<file path="config.mk">
export PLATFORM = sky130hd
export DESIGN_NAME = active_list_remove_with_standby_refill
export DESIGN_NICKNAME = d
export VERILOG_FILES = /design/src/rtl/alrsr_pkg.sv /design/src/rtl/active_list_remove_with_standby_refill.sv /design/src/rtl/alrsr_ctrl.sv /design/src/rtl/alrsr_dp.sv
export SDC_FILE = /design/constraint.sdc
export NUM_CORES = 1
export LEC_CHECK = 0
export BUFFER_PORTS_ARGS = -buffer_cell sky130_fd_sc_hd__clkbuf_2
export CAP_MARGIN = 20
export CORE_ASPECT_RATIO = 0.8
export CORE_UTILIZATION = 35
export CTS_BUF_LIST = sky130_fd_sc_hd__clkbuf_4 sky130_fd_sc_hd__clkbuf_8
export CTS_CLUSTER_SIZE = 14
export DETAILED_ROUTE_END_ITERATION = 8
export GPL_TIMING_DRIVEN = 0
export PLACE_DENSITY = 0.56
export SYNTH_ARGS = -nofsm -noshare
export SYNTH_HDL_FRONTEND = slang
export SYNTH_SLANG_ARGS = --single-unit
</file>
<file path="constraint.sdc">
create_clock -name clock -period 4.4 [get_ports clock]
set_input_delay 0.88 -clock clock [delete_from_list [all_inputs] [get_ports clock]]
set_output_delay 0.88 -clock clock [all_outputs]
set_load 0.02 [all_outputs]
</file>
<file path="src/rtl/alrsr_pkg.sv">
package alrsr_pkg;

   localparam int LIST_DEPTH = 16;
   localparam int ID_WIDTH   = 16;
   localparam int IDX_W      = (LIST_DEPTH > 1) ? $clog2(LIST_DEPTH) : 1;

   localparam int SLOT_W     = 4;
   localparam int FIELD_ID_W = 16;
   localparam int KIND_W     = 2;
   localparam int DATA_W     = 24;

   localparam logic [KIND_W-1:0] REQ_LOAD_ACTIVE  = 2'd0;
   localparam logic [KIND_W-1:0] REQ_LOAD_STANDBY = 2'd1;
   localparam logic [KIND_W-1:0] REQ_REMOVE       = 2'd2;

   localparam logic [KIND_W-1:0] ST_LOADED    = 2'd0;
   localparam logic [KIND_W-1:0] ST_REMOVED   = 2'd1;
   localparam logic [KIND_W-1:0] ST_NOT_FOUND = 2'd2;
   localparam logic [KIND_W-1:0] ST_IGNORED   = 2'd3;

   typedef struct packed {
      logic exec;
   } cmd_type;

   typedef struct packed {
      logic hit;
   } stat_type;

endpackage

</file>
<file path="src/rtl/active_list_remove_with_standby_refill.sv">
// Active list with standby refill.
// Request channel (req_*): req_tuser carries the request kind (load active
// slot, load standby slot, remove by ID); req_tdata carries the entry ID and
// the slot index. Response channel (rsp_*): rsp_tuser carries the status
// (loaded, removed, not found, ignored); rsp_tdata carries the slot where the
// removed ID stood and the standby ID that moved into the active tail.
// Every request yields exactly one response, in request order.
// The response is valid in the cycle after the request is taken.
// Throughput: one request per cycle while responses are read; the search
// compares all active slots at once; the close-up shift is one register update.
// The response register frees up as it is read, so a new request is taken
// in the same cycle the previous response is taken.
// When the receiver stalls, the response holds and req_tready drops until
// the response is taken.
// Reset (synchronous, active high) empties both lists and drops rsp_tvalid.
module active_list_remove_with_standby_refill
   import alrsr_pkg::*;
(
   input  logic              clock,
   input  logic              reset,
   input  logic              req_tvalid,
   output logic              req_tready,
   input  logic [DATA_W-1:0] req_tdata,  // entry_id[15:0], slot_index[19:16], zero
   input  logic [KIND_W-1:0] req_tuser,  // req_type[1:0]
   output logic              rsp_tvalid,
   input  logic              rsp_tready,
   output logic [DATA_W-1:0] rsp_tdata,  // found_slot[3:0], promoted_id[19:4], zero
   output logic [KIND_W-1:0] rsp_tuser   // status[1:0]
);

   cmd_type               cmd;
   stat_type              stat;
   logic                  hit_seen;
   logic [SLOT_W-1:0]     found_slot;
   logic [FIELD_ID_W-1:0] promoted_id;

   alrsr_ctrl u_ctrl (
      .clock      (clock),
      .reset      (reset),
      .req_tvalid (req_tvalid),
      .req_tready (req_tready),
      .rsp_tvalid (rsp_tvalid),
      .rsp_tready (rsp_tready),
      .stat       (stat),
      .cmd        (cmd),
      .hit_seen   (hit_seen)
   );

   alrsr_dp u_dp (
      .clock       (clock),
      .reset       (reset),
      .cmd         (cmd),
      .req_type    (req_tuser),
      .entry_id    (req_tdata[FIELD_ID_W-1:0]),
      .slot_index  (req_tdata[FIELD_ID_W+SLOT_W-1:FIELD_ID_W]),
      .stat        (stat),
      .status      (rsp_tuser),
      .found_slot  (found_slot),
      .promoted_id (promoted_id)
   );

   // zero the slot field unless the held response is a removal
   assign rsp_tdata = {{(DATA_W - SLOT_W - FIELD_ID_W){1'b0}}, promoted_id,
                       hit_seen ? found_slot : {SLOT_W{1'b0}}};

endmodule

</file>
<file path="src/rtl/alrsr_ctrl.sv">
module alrsr_ctrl
   import alrsr_pkg::*;
(
   input  logic    clock,
   input  logic    reset,
   input  logic    req_tvalid,
   output logic    req_tready,
   output logic    rsp_tvalid,
   input  logic    rsp_tready,
   input  stat_type stat,
   output cmd_type cmd,
   output logic    hit_seen
);

   localparam logic S_IDLE = 1'b0;
   localparam logic S_HOLD = 1'b1;

   logic state_ff;
   logic state_in;
   logic hit_ff;
   logic hit_in;
   logic accept;

   assign req_tready = (state_ff == S_IDLE) || rsp_tready;
   assign rsp_tvalid = (state_ff == S_HOLD);
   assign accept     = req_tvalid && req_tready;
   assign cmd.exec   = accept;
   assign hit_seen   = hit_ff;

   always_comb begin
      state_in = state_ff;
      hit_in   = hit_ff;
      case (state_ff)
         S_IDLE: begin
            if (accept) begin
               state_in = S_HOLD;
               hit_in   = stat.hit;
            end
         end
         S_HOLD: begin
            if (accept) begin
               state_in = S_HOLD;
               hit_in   = stat.hit;
            end else if (rsp_tready) begin
               state_in = S_IDLE;
            end
         end
         default: begin
            state_in = S_IDLE;
         end
      endcase
   end

   always_ff @(posedge clock) begin
      if (reset) begin
         state_ff <= S_IDLE;
         hit_ff   <= 1'b0;
      end else begin
         state_ff <= state_in;
         hit_ff   <= hit_in;
      end
   end

endmodule

</file>
<file path="src/rtl/alrsr_dp.sv">
module alrsr_dp
   import alrsr_pkg::*;
(
   input  logic                  clock,
   input  logic                  reset,
   input  cmd_type               cmd,
   input  logic [KIND_W-1:0]     req_type,
   input  logic [FIELD_ID_W-1:0] entry_id,
   input  logic [SLOT_W-1:0]     slot_index,
   output stat_type              stat,
   output logic [KIND_W-1:0]     status,
   output logic [SLOT_W-1:0]     found_slot,
   output logic [FIELD_ID_W-1:0] promoted_id
);

   logic [ID_WIDTH-1:0]   active_ff  [LIST_DEPTH];
   logic [ID_WIDTH-1:0]   active_in  [LIST_DEPTH];
   logic [ID_WIDTH-1:0]   standby_ff [LIST_DEPTH];
   logic [ID_WIDTH-1:0]   standby_in [LIST_DEPTH];
   logic [KIND_W-1:0]     status_ff;
   logic [KIND_W-1:0]     status_in;
   logic [SLOT_W-1:0]     found_slot_ff;
   logic [SLOT_W-1:0]     found_slot_in;
   logic [FIELD_ID_W-1:0] promoted_ff;
   logic [FIELD_ID_W-1:0] promoted_in;

   logic [ID_WIDTH-1:0]   id;
   logic [LIST_DEPTH-1:0] match;
   logic [LIST_DEPTH-1:0] shift_mask;
   logic [IDX_W-1:0]      pos;
   logic                  hit;
   logic                  do_remove;

   assign id        = ID_WIDTH'(entry_id);
   assign hit       = |match;
   assign do_remove = (req_type == REQ_REMOVE) && (id != '0) && hit;
   assign stat.hit  = do_remove;

   always_comb begin
      pos = '0;
      for (int k = 0; k < LIST_DEPTH; k++) begin
         match[k] = (active_ff[k] == id);
      end
      shift_mask[0] = match[0];
      for (int k = 1; k < LIST_DEPTH; k++) begin
         shift_mask[k] = shift_mask[k-1] | match[k];
      end
      for (int k = LIST_DEPTH - 1; k >= 0; k--) begin
         if (match[k]) begin
            pos = IDX_W'(k);
         end
      end
   end

   always_comb begin
      for (int k = 0; k < LIST_DEPTH; k++) begin
         active_in[k]  = active_ff[k];
         standby_in[k] = standby_ff[k];
      end
      status_in     = status_ff;
      found_slot_in = found_slot_ff;
      promoted_in   = promoted_ff;
      if (cmd.exec) begin
         found_slot_in = '0;
         promoted_in   = '0;
         case (req_type)
            REQ_LOAD_ACTIVE: begin
               status_in = ST_LOADED;
               for (int k = 0; k < LIST_DEPTH; k++) begin
                  if (int'(slot_index) == k) begin
                     active_in[k] = id;
                  end
               end
            end
            REQ_LOAD_STANDBY: begin
               status_in = ST_LOADED;
               for (int k = 0; k < LIST_DEPTH; k++) begin
                  if (int'(slot_index) == k) begin
                     standby_in[k] = id;
                  end
               end
            end
            REQ_REMOVE: begin
               if (id == '0) begin
                  status_in = ST_IGNORED;
               end else if (!hit) begin
                  status_in = ST_NOT_FOUND;
               end else begin
                  status_in     = ST_REMOVED;
                  found_slot_in = SLOT_W'(pos);
                  promoted_in   = FIELD_ID_W'(standby_ff[0]);
                  for (int k = 0; k < LIST_DEPTH - 1; k++) begin
                     if (shift_mask[k]) begin
                        active_in[k] = active_ff[k+1];
                     end
                     standby_in[k] = standby_ff[k+1];
                  end
                  active_in[LIST_DEPTH-1]  = standby_ff[0];
                  standby_in[LIST_DEPTH-1] = '0;
               end
            end
            default: begin
               status_in = ST_IGNORED;
            end
         endcase
      end
   end

   always_ff @(posedge clock) begin
      if (reset) begin
         for (int k = 0; k < LIST_DEPTH; k++) begin
            active_ff[k]  <= '0;
            standby_ff[k] <= '0;
         end
      end else begin
         for (int k = 0; k < LIST_DEPTH; k++) begin
            active_ff[k]  <= active_in[k];
            standby_ff[k] <= standby_in[k];
         end
      end
   end

   always_ff @(posedge clock) begin
      status_ff     <= status_in;
      found_slot_ff <= found_slot_in;
      promoted_ff   <= promoted_in;
   end

   assign status      = status_ff;
   assign found_slot  = found_slot_ff;
   assign promoted_id = promoted_ff;

endmodule

</file>
==> Word level (Yosys, flattened, before mapping) <==
Memories as Yosys holds them, arrays and structs flattened.
Cells that the tools add are included.
{ "word_totals": {"register_bits": 24, "mem_bits_rw": 512, "output_inout_bits": 28, "word_cells": 221, "mem_count": 2} }
{ "classes": {"n_eq_ne": 33, "muxes": 114, "bitwise_logic": 49, "n_reduce_logical": 15} }
{ "mem_list": {"columns": ["name", "words", "word_bits", "read_ports", "rd_ports_with_merged_regs", "write_ports", "line_no", "rtl"], "rows": [
  ["u_dp.active_ff", 16, 16, 16, 0, 16, "alrsr_dp.sv:16", "logic [ID_WIDTH-1:0] active_ff [LIST_DEPTH];"],
  ["u_dp.standby_ff", 16, 16, 16, 0, 16, "alrsr_dp.sv:18", "logic [ID_WIDTH-1:0] standby_ff [LIST_DEPTH];"]
]} }
{ "ops": {"columns": ["cell", "n"], "rows": [
  ["2-to-1 mux 256 bit", 6],
  ["2-to-1 mux 16 bit", 79],
  ["one-hot mux 256 bit (2 select lines)", 2],
  ["equality test 16 bit", 16],
  ["OR 1 bit", 46],
  ["2-to-1 mux 4 bit", 9],
  ["equality test 4 bit, second input constant", 8],
  ["equality test 4 x 3 -> 1 bit, second input constant", 4],
  ["logical NOT 16 bit", 1],
  ["nonzero test 16 bit", 1],
  ["OR reduction 16 bit", 1],
  ["2-to-1 mux 3 bit", 4],
  ["OR reduction 11 bit", 1],
  ["equality test 4 x 2 -> 1 bit, second input constant", 2],
  ["2-to-1 mux 1 bit", 8],
  ["2-to-1 mux 2 bit", 4],
  ["OR reduction 7 bit", 1],
  ["OR reduction 5 bit", 1],
  ["equality test 4 x 1 -> 1 bit, second input constant", 1],
  ["logical NOT 4 bit", 1],
  ["one-hot mux 2 bit (2 select lines)", 1],
  ["OR reduction 4 bit", 1],
  ["logical AND 1 bit", 3],
  ["NOT 1 bit", 3],
  ["other kinds (7)", 7]
]} }

==> Logic depth before layout (Yosys ltp) <==
An unclocked memory read counts as a cell.
{ "logic_depth": {"word_depth": 22, "ltp_mapped": 13, "ltp_nobuf": 10} }

==> Hierarchy <==
Synthesis repeated with hierarchy kept, for this count alone.
{ "hier_totals": {"cells_unflattened": 2910, "hier_area_um2": 24797.5} }
{ "by_module_without_submodules": {"columns": ["module", "n_inst", "cells_per_inst", "area_each_um2", "seq_area_each_um2"], "rows": [
  ["alrsr_dp", 1, 2892, 24644.9, 10910.5],
  ["alrsr_ctrl", 1, 9, 93.8, 40.0],
  ["active_list_remove_with_standby_refill", 1, 9, 58.8, 0.0]
]} }

==> Worst setup path before layout <==
Ideal clock, no wire load.
{ "synth_path": {"path_type": "in2reg", "startpoint": "input port rsp_tready", "endpoint": "memory u_dp.active_ff[3][12] (netlist: u_dp.active_ff[0][60])", "arrival_ns": 3.579, "path_slack_ns": 0.734, "cell_stages": 9, "path_buffers": 3, "cell_sequence": "nand2b_1 -> and2_1 -> clkbuf_1 -> o21ai_1 -> buf_2 -> a211oi_1 -> clkbuf_1 -> nor2_1 -> a211oi_1"} }
{ "synth_lines": {"columns": ["element", "line_no", "rtl"], "rows": [
  ["from (decl)", "active_list_remove_with_standby_refill.sv:26", "input logic rsp_tready,"],
  ["to (decl)", "alrsr_dp.sv:16", null]
]} }

==> Worst setup path after layout <==
{ "layout_path": {"startpoint": "input port req_tdata[11]", "endpoint": "register u_dp.found_slot_ff[2] (netlist: u_dp.found_slot[2]) (data pin)"} }
{ "layout_via": {"elab_chain_len": 13, "elab_cells_between_ends": 32} }
{ "layout_lines": {"columns": ["element", "line_no", "rtl"], "rows": [
  ["from (decl)", "active_list_remove_with_standby_refill.sv:23", "input logic [DATA_W-1:0] req_tdata,"],
  ["equality test 16 bit", "alrsr_dp.sv:42", "match[k] = (active_ff[k] == id);"],
  ["2-to-1 mux 4 bit (8 in a row)", "alrsr_dp.sv:49", "if (match[k]) begin"],
  ["2-to-1 mux 3 bit (4 in a row)", "alrsr_dp.sv:49", null],
  ["to (signal assigned)", "alrsr_dp.sv:125", "found_slot_ff <= found_slot_in;"],
  ["to (decl)", "alrsr_dp.sv:22", "logic [SLOT_W-1:0] found_slot_ff;"]
]} }
Parallel ways exist; a longest one is shown, timed or not.
A chain may end at the register's enable or synchronous reset.

==> impl_metrics.toml <==
[timing]
finalHoldViolations = 0
fmax_mhz = 236
setup_tns_ns = 0
clock_skew_ns = 0.0483
fin_crit_ns = 4.24
rsz0062_at_grt = "no"
slew_headroom = 0.113
setup_viol = 0
tightest_slew_ns = 1.33
slew_violations = 0
period_share = 0.964

[synthesis]
synth.most_common_cell = "nor2_1"
syn_area_um2 = 25800
synthFlopType = "dfxtp_1"
synth_top_area_cell = "dfxtp_1"
synthesis.area_per_instance_um2 = 8.82
ys_ff_latch = 536
synth_top_cell_area_share = 0.398
ys_async_sr_fraction = 0
yosysSeqAreaShare = 0.424
synthCells = 2930
synth_edf_count = 22
ys_warn_count = 0
yosys.cell_types.count = 46
synth_common_cells = "nor2_1, dfxtp_1, a21oi_1, a211oi_1, clkbuf_1"
synth_area_leaders = "dfxtp_1, a21oi_1, a211oi_2"

[floorplanning]
start_util = 0.356
io_pins = 58
die_area_um2 = 74900
die_w_um = 306
row_count = 88
fp.dieH_um = 245
coreArea_um2 = 72600

[cts]
cts_tree = "built"
clock_sinks = 536
clockRootBuffer = "clkbuf_8"
clk_latency_ns = 0.73
h-tree-depth = 3
clk_path_buf_depth = 3
clkTransAtPathRegs_ns = 0.06
cts_made_buffers = 89
holdBufCountCts = 0

[power]
power_mw = 12.4
leakage_nw = 9.81
ir_drop_mv = 0.214
pwr_density_cell_nw_per_um2 = 423

[worst_setup_path]
cp_num_buf_inv = 3
crit_end = "u_dp.found_slot[2]"
start_kind = "primary input"
crit_chain = "buf_4, buf_4, xnor2_1, nand4_1, nor4_2, nor2_1, nand3_2, nor3_1, nor2_1, clkbuf_1, nand3_1, nor4_2"
critical_path_class = "in -> reg"
reg2reg_slack_ns = 0.62
cp_max_fo = 10
critical_path.startpoint = "req_tdata[11]"
crit_slowest_cell = "nor4_2"
cpPeakStageDelay_ns = 0.68
path_depth = 12
reg2reg_from = "u_dp.active_ff[0][171]"
reg2reg_depth = 10
critPathRequiredTime_ns = 4.85
worst_setup_path_end_kind = "flop"
arrival_ns = 4.69
r2r_end = "u_dp.found_slot[2]"
crit_family = "simple AND/OR/NAND/NOR gates"

[finish]
multiInputGateArea_um2 = 13300
seq_area_um2 = 11000
layout.nets = 3096
area_growth_pct = 13.5
fillerInstances = 7292
drive_above_1_share = 0.163

[min_path]
hp-class = "in -> reg"

[routing]
num_vias = 24200
dr.first_iter.drc_count = 3418
routed_wl_mm = 113
vias_per_cell = 5.92
ant_nets = 0
wl_per_cell_um = 27.7
drc_errors = 0
first_pass_iters = 6

[run]
maxCapViolCount = 0

[place]
gp_congestion = 1.05
hpwl_mm = 78.8
io_buffers = 32

[status]
status = "finished clean"

[grt]
grt_pass1_vias = 22000
antenna_found_initial = 3
grt_overflow = 0
gr-usage-all-layers = 0.295
grt_first_pass_wirelength_mm = 161
grt_max_degree = 15
placed cells by master, fill, tap and decap left out, types with 5 or more instances in the layout:
cell type | synthesis | final
a211oi_2 | 176 | 176
xor2_1 | 112 | 112
clkbuf_2 | 0 | 32
clkbuf_4 | 0 | 27
nor3_1 | 35 | 35
nand4_1 | 44 | 44
a31oi_1 | 14 | 14
buf_2 | 45 | 46
nor2_1 | 529 | 529
buf_1 | 10 | 10
bufinv_16 | 0 | 6
clkbuf_1 | 207 | 207
buf_4 | 37 | 37
clkinv_2 | 0 | 11
dfxtp_1 | 514 | 514
a211oi_1 | 293 | 293
mux2i_1 | 17 | 17
nand3_1 | 7 | 7
nor4_2 | 4 | 6
nor4_1 | 38 | 36
nor2b_1 | 54 | 54
clkinv_1 | 0 | 5
clkbuf_8 | 0 | 111
nand2_1 | 20 | 20
a21oi_4 | 10 | 10
edfxtp_1 | 22 | 22
inv_1 | 5 | 5
and2_1 | 22 | 22
a21oi_1 | 506 | 506
buf_6 | 26 | 28
xnor2_1 | 144 | 144
a21oi_2 | 5 | 5
how the worst min path moves through the flow:
stage                                 start                      end  cells past startpoint
CTS                              req_tvalid        u_ctrl.rsp_tvalid                      3
floorplan           u_dp.standby_ff[1][117]  u_dp.standby_ff[1][117]                      2
global placement    u_dp.standby_ff[1][115]  u_dp.standby_ff[1][115]                      2
global route                     req_tvalid        u_ctrl.rsp_tvalid                      3
detailed placement  u_dp.standby_ff[1][113]  u_dp.standby_ff[1][113]                      2
finish                           req_tvalid        u_ctrl.rsp_tvalid                      3
per-stage QoR:
step | area, um^2 | instances | hold WS [ns] | util | setup slack (ns)
floorplan | 25800 | 2933 | 0.464 | - | 0.734
CTS | 29300 | 4078 | 0.365 | 0.403 | 0.0782
detailed placement | 27200 | 3913 | 0.490 | 0.375 | -0.639
global route | 29300 | 4083 | 0.407 | 0.404 | 0.0921
finish | 29300 | 4086 | 0.409 | 0.404 | 0.160
global placement | 27200 | 3910 | 0.475 | 0.375 | -0.743
area by class of cell:
cell class,count,share of cell area
plain buffers,325,0.0549
well taps,945,0.0403
flip-flops and latches,536,0.373
clock inverters,27,0.0102
diodes,4,0.000341
repair buffers,39,0.00845
inverters,5,0.000640
multi-input cells,2067,0.453
clock buffers,138,0.0590
worst register-to-register path: cells and delay by family, from the launching register on:
family                 cells  cell delay, ns
XOR/XNOR                   1            0.15
buffers and inverters      1            0.47
flip-flops                 1            0.44
AND/OR/NAND/NOR            8            2.49
routing by layer:
metal  up-vias  track usage  wire length, um
li1      10700            -                -
met2      1585        0.374            41500
met5         -            0                0
met1     11700        0.431            50700
met3       257        0.131            17300
met4         0       0.0961             3730
where the power goes:
part / total, mW / internal, mW / switching, mW
clock network: 5.11 / 2.87 / 2.24
registers: 5.41 / 5.15 / 0.256
logic: 1.90 / 0.579 / 1.32
total: 12.4 / 8.60 / 3.81
cells by family after synthesis:
kind of cell | after synthesis | synth area share
buffers and inverters | 330 | 0.0631
DFF | 536 | 0.424
AOI/OAI and AO/OA | 1020 | 0.285
and+or+nand+nor | 767 | 0.133
muxes | 17 | 0.00659
other | 1 | 0.000145
xor gates and xnor gates | 256 | 0.0868
adders and majority gates | 3 | 0.00145
repair_timing:
action                                  4_1_cts  5_1_grt
gates resized for setup                       0        2
endpoints found under the setup margin        0        2
buffers inserted                              0        0
registers in the layout (all words and copies together), names as in the netlist:
register / count
u_dp.standby_ff: 256
u_ctrl.rsp_tvalid: 1
u_dp.active_ff: 256
u_dp.promoted_id: 16
u_dp.found_slot: 4
u_dp.status: 2
u_ctrl.hit_seen: 1
No activity file was read; power rests on OpenSTA's default activity.
